File: src/hdl/mkp_pkg.sv
// Shared types, constants and the key code table for the keypad scanner.
// No dependencies; used by the lane, merge and top-level modules.
package mkp_pkg;

  localparam int ROW_COUNT = 6;
  localparam int COLUMN_COUNT = 4;
  localparam int ROW_W = 3;
  localparam int COL_W = 2;
  localparam int CODE_W = 8;
  localparam int COUNT_W = 8;
  localparam int DRIVE_W = 4;
  localparam int PADDR_W = 3;
  localparam int PDATA_W = 32;

  localparam logic [COUNT_W-1:0] THRESHOLD_RESET = 8'd3;
  localparam logic [0:0] REG_PRESS_THRESHOLD = 1'b0;

  localparam logic [CODE_W-1:0] KEY_TABLE [ROW_COUNT][COLUMN_COUNT] = '{
    '{"#", "9", "6", "3"},
    '{"0", "8", "5", "2"},
    '{"*", "7", "4", "1"},
    '{"R", "q", "U", "D"},
    '{"Q", "L", "e", "d"},
    '{"c", "b", "a", "d"}
  };

  typedef struct packed {
    logic               tick;
    logic [COL_W-1:0]   column;
    logic [COUNT_W-1:0] threshold;
  } lane_ctrl_t;

  typedef struct packed {
    logic               key_event;
    logic [CODE_W-1:0]  key_code;
    logic [ROW_W-1:0]   key_row;
    logic [COL_W-1:0]   key_column;
    logic [DRIVE_W-1:0] column_drive;
  } result_t;

endpackage

File: src/hdl/matrix_keypad_scan_debounce_core.sv
// Top level of the 6 x 4 keypad scanner with per-key debounce.
// Depends on mkp_pkg, mkp_lane and mkp_merge.
//
// Usage: each input transaction (in_valid, in_stall, row_levels) carries the
// row levels sampled while the current column is driven. Every transaction
// yields exactly one output transaction (out_valid, out_stall) with the
// release event, its code, row and column, and the one-hot drive for the next
// column, which the system applies before taking the next sample.
// Six row lanes update their counters for the current column in the cycle of
// acceptance; the merge picks the highest releasing row. The result is
// registered; one transaction is taken every cycle while in_stall is low. A
// second output register absorbs one transaction while the receiver stalls,
// so in_stall rises only when both are full. The press threshold is written
// over the APB-style port where paddr[2] is 0; the user must do so only while
// idle; the block does not enforce it. Reset clears all counters, the column
// index (column 0 is scanned first) and valid flags; the threshold becomes 3.
module matrix_keypad_scan_debounce_core (
  input  logic                          clk,
  input  logic                          rst,
  input  logic                          in_valid,
  output logic                          in_stall,
  input  logic [mkp_pkg::ROW_COUNT-1:0] row_levels,
  output logic                          out_valid,
  input  logic                          out_stall,
  output logic                          key_event,
  output logic [mkp_pkg::CODE_W-1:0]    key_code,
  output logic [mkp_pkg::ROW_W-1:0]     key_row,
  output logic [mkp_pkg::COL_W-1:0]     key_column,
  output logic [mkp_pkg::DRIVE_W-1:0]   column_drive,
  input  logic                          psel,
  input  logic                          penable,
  input  logic                          pwrite,
  input  logic [mkp_pkg::PADDR_W-1:0]   paddr,
  input  logic [mkp_pkg::PDATA_W-1:0]   pwdata,
  output logic [mkp_pkg::PDATA_W-1:0]   prdata,
  output logic                          pready
);

  logic [mkp_pkg::COUNT_W-1:0]   press_threshold;
  logic [mkp_pkg::COL_W-1:0]     column_index;
  logic [mkp_pkg::COL_W-1:0]     column_index_next;
  logic [mkp_pkg::DRIVE_W-1:0]   drive_next;
  logic [mkp_pkg::ROW_COUNT-1:0] releases;
  logic                          accept;
  logic                          take;
  logic                          skid_valid;
  mkp_pkg::lane_ctrl_t           ctrl;
  mkp_pkg::result_t              result;
  mkp_pkg::result_t              out_data;
  mkp_pkg::result_t              skid_data;

  assign pready = 1'b1;
  assign prdata = (paddr[2] == mkp_pkg::REG_PRESS_THRESHOLD) ?
                  mkp_pkg::PDATA_W'(press_threshold) : '0;

  always_ff @(posedge clk) begin
    if (rst) begin
      press_threshold <= mkp_pkg::THRESHOLD_RESET;
    end else if (psel && penable && pwrite && pready &&
                 paddr[2] == mkp_pkg::REG_PRESS_THRESHOLD) begin
      press_threshold <= pwdata[mkp_pkg::COUNT_W-1:0];
    end
  end

  assign in_stall = skid_valid;
  assign accept = in_valid && !in_stall;
  assign take = out_valid && !out_stall;

  assign column_index_next = (column_index == mkp_pkg::COL_W'(mkp_pkg::COLUMN_COUNT - 1)) ?
                             '0 : column_index + 1'b1;
  assign drive_next = mkp_pkg::DRIVE_W'(1) << column_index_next;

  assign ctrl.tick = accept;
  assign ctrl.column = column_index;
  assign ctrl.threshold = press_threshold;

  for (genvar r = 0; r < mkp_pkg::ROW_COUNT; r++) begin : g_lane
    mkp_lane u_lane (
      .clk         (clk),
      .rst         (rst),
      .ctrl        (ctrl),
      .level       (row_levels[r]),
      .release_hit (releases[r])
    );
  end

  mkp_merge u_merge (
    .releases (releases),
    .column   (column_index),
    .drive    (drive_next),
    .result   (result)
  );

  always_ff @(posedge clk) begin
    if (rst) begin
      column_index <= '0;
    end else if (accept) begin
      column_index <= column_index_next;
    end
  end

  always_ff @(posedge clk) begin
    if (rst) begin
      out_valid <= 1'b0;
      skid_valid <= 1'b0;
    end else if (!out_valid || take) begin
      if (skid_valid) begin
        out_valid <= 1'b1;
        skid_valid <= 1'b0;
      end else begin
        out_valid <= accept;
      end
    end else if (accept) begin
      skid_valid <= 1'b1;
    end
  end

  always_ff @(posedge clk) begin
    if (!out_valid || take) begin
      if (skid_valid) begin
        out_data <= skid_data;
      end else if (accept) begin
        out_data <= result;
      end
    end else if (accept) begin
      skid_data <= result;
    end
  end

  assign key_event = out_data.key_event;
  assign key_code = out_data.key_code;
  assign key_row = out_data.key_row;
  assign key_column = out_data.key_column;
  assign column_drive = out_data.column_drive;

  a_skid_behind_out : assert property (@(posedge clk) disable iff (rst)
    skid_valid |-> out_valid)
    else $error("skid register holds a transaction while the output is empty");

  a_column_steps : assert property (@(posedge clk) disable iff (rst)
    accept |=> column_index == $past(column_index_next))
    else $error("column index did not advance on an accepted transaction");

  a_idle_fields_zero : assert property (@(posedge clk) disable iff (rst)
    out_valid && !key_event |-> key_code == '0 && key_row == '0 && key_column == '0)
    else $error("key fields not cleared for a tick without release");

  a_drive_onehot : assert property (@(posedge clk) disable iff (rst)
    out_valid |-> $onehot(column_drive))
    else $error("column drive is not one-hot");

endmodule

File: src/hdl/mkp_lane.sv
// One row lane: the debounce counters of every key in one row of the matrix.
// Depends on mkp_pkg for widths and the lane control struct.
module mkp_lane (
  input  logic                clk,
  input  logic                rst,
  input  mkp_pkg::lane_ctrl_t ctrl,
  input  logic                level,
  output logic                release_hit
);

  logic [mkp_pkg::COUNT_W-1:0] counts [mkp_pkg::COLUMN_COUNT];
  logic [mkp_pkg::COUNT_W-1:0] count;
  logic [mkp_pkg::COUNT_W-1:0] count_next;

  assign count = counts[ctrl.column];
  assign release_hit = !level && (count >= ctrl.threshold);

  always_comb begin
    if (level) begin
      if (count < ctrl.threshold) begin
        count_next = count + 1'b1;
      end else begin
        count_next = count;
      end
    end else begin
      count_next = '0;
    end
  end

  always_ff @(posedge clk) begin
    if (rst) begin
      for (int c = 0; c < mkp_pkg::COLUMN_COUNT; c++) begin
        counts[c] <= '0;
      end
    end else if (ctrl.tick) begin
      counts[ctrl.column] <= count_next;
    end
  end

endmodule

File: src/hdl/mkp_merge.sv
// Merges the lane release flags: the highest releasing row wins, and its code
// is looked up. Depends on mkp_pkg for the key table and the result struct.
module mkp_merge (
  input  logic [mkp_pkg::ROW_COUNT-1:0] releases,
  input  logic [mkp_pkg::COL_W-1:0]     column,
  input  logic [mkp_pkg::DRIVE_W-1:0]   drive,
  output mkp_pkg::result_t              result
);

  always_comb begin
    result = '0;
    result.column_drive = drive;
    for (int r = 0; r < mkp_pkg::ROW_COUNT; r++) begin
      if (releases[r]) begin
        result.key_event = 1'b1;
        result.key_row = mkp_pkg::ROW_W'(r);
        result.key_column = column;
        result.key_code = mkp_pkg::KEY_TABLE[r][column];
      end
    end
  end

endmodule
File: config.mk
export PLATFORM = sky130hd
export DESIGN_NAME = matrix_keypad_scan_debounce_core
export DESIGN_NICKNAME = d
export VERILOG_FILES = /design/src/hdl/mkp_pkg.sv /design/src/hdl/matrix_keypad_scan_debounce_core.sv /design/src/hdl/mkp_lane.sv /design/src/hdl/mkp_merge.sv
export SDC_FILE = /design/constraint.sdc
export NUM_CORES = 1
export LEC_CHECK = 0
export BUFFER_PORTS_ARGS = -buffer_cell sky130_fd_sc_hd__clkbuf_2
export CORE_MARGIN = 2
export CORE_UTILIZATION = 45
export DETAILED_ROUTE_END_ITERATION = 16
export PLACE_DENSITY = 0.65
export SLEW_MARGIN = 10
export SYNTH_ARGS = -nofsm -noshare
export SYNTH_HDL_FRONTEND = slang
export SYNTH_SLANG_ARGS = --single-unit
File: constraint.sdc
create_clock -name clk -period 4.2 [get_ports clk]
set_clock_uncertainty 0.2 [all_clocks]
set_input_delay 1.05 -clock clk [delete_from_list [all_inputs] [get_ports clk]]
set_output_delay 1.05 -clock clk [all_outputs]
set_load 0.01 [all_outputs]
==> results.cfg <==
[clock_network]
hold_buffers = 0
post_cts_resized = 0
clkTransAtPathRegs_ns = 0.06
htreeDepth = 1
clock_latency_ns = 0.53
cts-buffers-inserted = 26
clk_path_buf_depth = 3
cts_setup_buffers = 0
cts_tree = done
clock-root-buffer = clkbuf_16
clock_sinks = 240

[yosys]
ys_warn_count = 0
yosys_register_bits = 240
ys_seq_area_share_pct = 56.5
synth_cell_types = 74
postSynthAreaPerCell_um2 = 12.7
synth_edf_count = 226
synth_flop_cell = edfxtp_1
synthArstFlopShare_pct = 0
synthCells = 983
netlist_area_um2 = 12500

[sta]
period_needed_ns = 3.88
max_slew_margin_pct = 36.5
fin_crit_sh_pct = 92.4
hold_viol = 0
max_freq_mhz = 258
final.setup.tns_ns = 0
rsz0062_at_grt = false
finalMaxSlewViolations = 0
tightest_slew_ns = 0.951
setup_violations = 0
timing.final.ws_setup_ns = 0.321

[floorplan]
rows = 61
core_area_um2 = 27600
fp.dieArea_um2 = 29200
die-width_um = 171
start_util_pct = 45.4
die_h_um = 171
io_pins = 101

[setup_path]
cp.arrival_ns = 4.02
critPathKind = reg -> reg
slowest_stage = mux4_2
rrSetupSlack_ns = 0.32
worstRegToRegCells = 10
slowest_delay_ns = 0.60
crit_path_max_fanout = 17
critPathCapture = key_code[0]
path_cells = buf_4 -> mux4_2 -> ha_1 -> nand2_1 -> o21ai_2 -> a21o_1 -> nand2_1 -> o311a_1 -> a211o_1 -> o311ai_2
r2r-end = key_code[0]
startpoint_type = flop
worstSetupEndpointType = flop
cp.required_ns = 4.34
cp_common_cell = nand2_1

[placed_design]
pre_cts_ws_ns = 0.300
dp_cells = 1401
hpwl_mm = 18.3
io_buffers = 48
place_congestion = 0.834

[power_and_ir_drop]
totalPowerFinal_mw = 6.40
power.density_nw_per_um2 = 452
power_leakage_nw = 5.24
peakVddDrop_uv = 354

[final_layout]
multiInputGateArea_um2 = 5010
stdcell_count = 1449
drive_gt1_share_pct = 20.6
syn_to_final_growth_pct = 13.2
nNetsFinal = 1157
num_antenna_cells = 0
final-seq-area_um2 = 7070
fillers = 2341

[routing]
first_pass_iters = 5
vias = 7989
ant_nets = 0
route.detailed.drc = 0
avgRoutedWirePerCell_um = 19.2
drt-initial-drc-count = 618
postRouteWirelength_mm = 27.8
viasPerCell = 5.51

[grt]
antenna_found_initial = 0
overflow = 0
grt_first_pass_wirelength_mm = 43.1
grtUsageTotal_pct = 19.3
grt_pass1_vias = 7803
grt_max_degree = 37

[run_status]
status = complete, no violations

[run]
cap_violations = 0

[min_path]
holdCritPathClass = reg -> reg
==> per-stage QoR <==
step	hold slack [ns]	instance area, um^2	util (%)
floorplan	0.236	12600	-
detailed placement	0.247	13200	48.0
global placement	0.243	13200	48.0
finish	0.260	14200	51.4
global route	0.287	14200	51.4
CTS	0.261	14200	51.4
==> per-layer routing <==
| layer | GRT usage (%) | share of wire [%] |
|---|---|---|
| met1 | 25.8 | 44 |
| met3 | 2.64 | 5.2 |
| met4 | 5.69 | 2.3 |
| met5 | 0 | 0 |
| met2 | 32.9 | 48 |
==> worst min-delay path by stage <==
stage / startpoint / endpoint / slack, ns / depth (start not counted)
after floorplan: press_threshold[2] / press_threshold[2] / 0.24 / 2
after global routing: press_threshold[6] / press_threshold[6] / 0.29 / 2
after global placement: press_threshold[7] / press_threshold[7] / 0.24 / 2
after detailed placement: press_threshold[2] / press_threshold[2] / 0.25 / 2
after CTS: press_threshold[6] / press_threshold[6] / 0.26 / 2
final: press_threshold[6] / press_threshold[6] / 0.26 / 2
==> power by group <==
group | switching [mW] | internal [mW] | total, mW | leakage [nW]
Sequential | 0.0432 | 2.78 | 2.82 | 2.43
Clock | 0.914 | 1.57 | 2.48 | 0.464
Combinational | 0.665 | 0.432 | 1.10 | 2.34
Total | 1.62 | 4.78 | 6.40 | 5.24
==> critical path, delay by kind of cell, from the launching register on <==
family | cells | cell delay, ns
AOI/OAI and AO/OA | 5 | 1.48
adders and majority gates | 1 | 0.34
buffers and inverters | 1 | 0.40
DFF | 1 | 0.48
muxes | 1 | 0.60
and+or+nand+nor | 2 | 0.18
==> state kept, by name, summed over array words and instances (netlist names), 2 cells and up, named ones only <==
signal,cells
key_code,7
press_threshold,8
key_column,2
key_row,3
column_index,2
column_drive,4
g_lane.u_lane.counts,192
skid_data,17
==> cells in the mapped netlist (13+ instances only) <==
| library cell | n | area, um^2 |
|---|---|---|
| a21oi_1 | 31 | 155 |
| buf_4 | 27 | 203 |
| clkbuf_1 | 25 | 93.8 |
| dfxtp_1 | 14 | 280 |
| edfxtp_1 | 226 | 6790 |
| ha_1 | 58 | 726 |
| inv_1 | 45 | 169 |
| mux2_2 | 13 | 146 |
| mux4_2 | 48 | 1080 |
| nand2_1 | 44 | 165 |
| nand3_1 | 40 | 200 |
| nand4_1 | 27 | 169 |
| nor2_1 | 181 | 679 |
| nor3_1 | 26 | 130 |
| xnor2_1 | 25 | 219 |
| xor2_1 | 17 | 149 |
==> layout make-up <==
class	count	share of cell area, %
clock buffer	32	5.04
clock inverter	16	1.62
inverter	47	1.25
multi-input combinational	658	35.4
sequential	240	49.9
tap	378	3.34
timing repair buffer	78	3.46
==> logic make-up after synthesis <==
group           count (synthesis)  synth area share [%]
compound gates                 93                  5.97
xor+xnor                       42                  2.94
fa+ha+maj                      58                  5.80
buf+inv                       109                  4.41
flops                         240                  56.5
mux                            67                  10.3
other cells                     2                0.0600
simple gates                  372                  14.1
==> placed cells by master (no fill, tap or decap), drive strengths merged, types with 14 or more instances in the layout <==
cell,count
conb,26
buf,30
a21oi,31
xor2,17
nand2,45
clkbuf,80
nor2,183
o21ai,15
inv,46
nand3,41
nand4,28
ha,58
nor3,28
edfxtp,226
dfxtp,14
mux4,48
mux2,14
xnor2,25
Note: power is estimated with default switching activity, not from simulation.
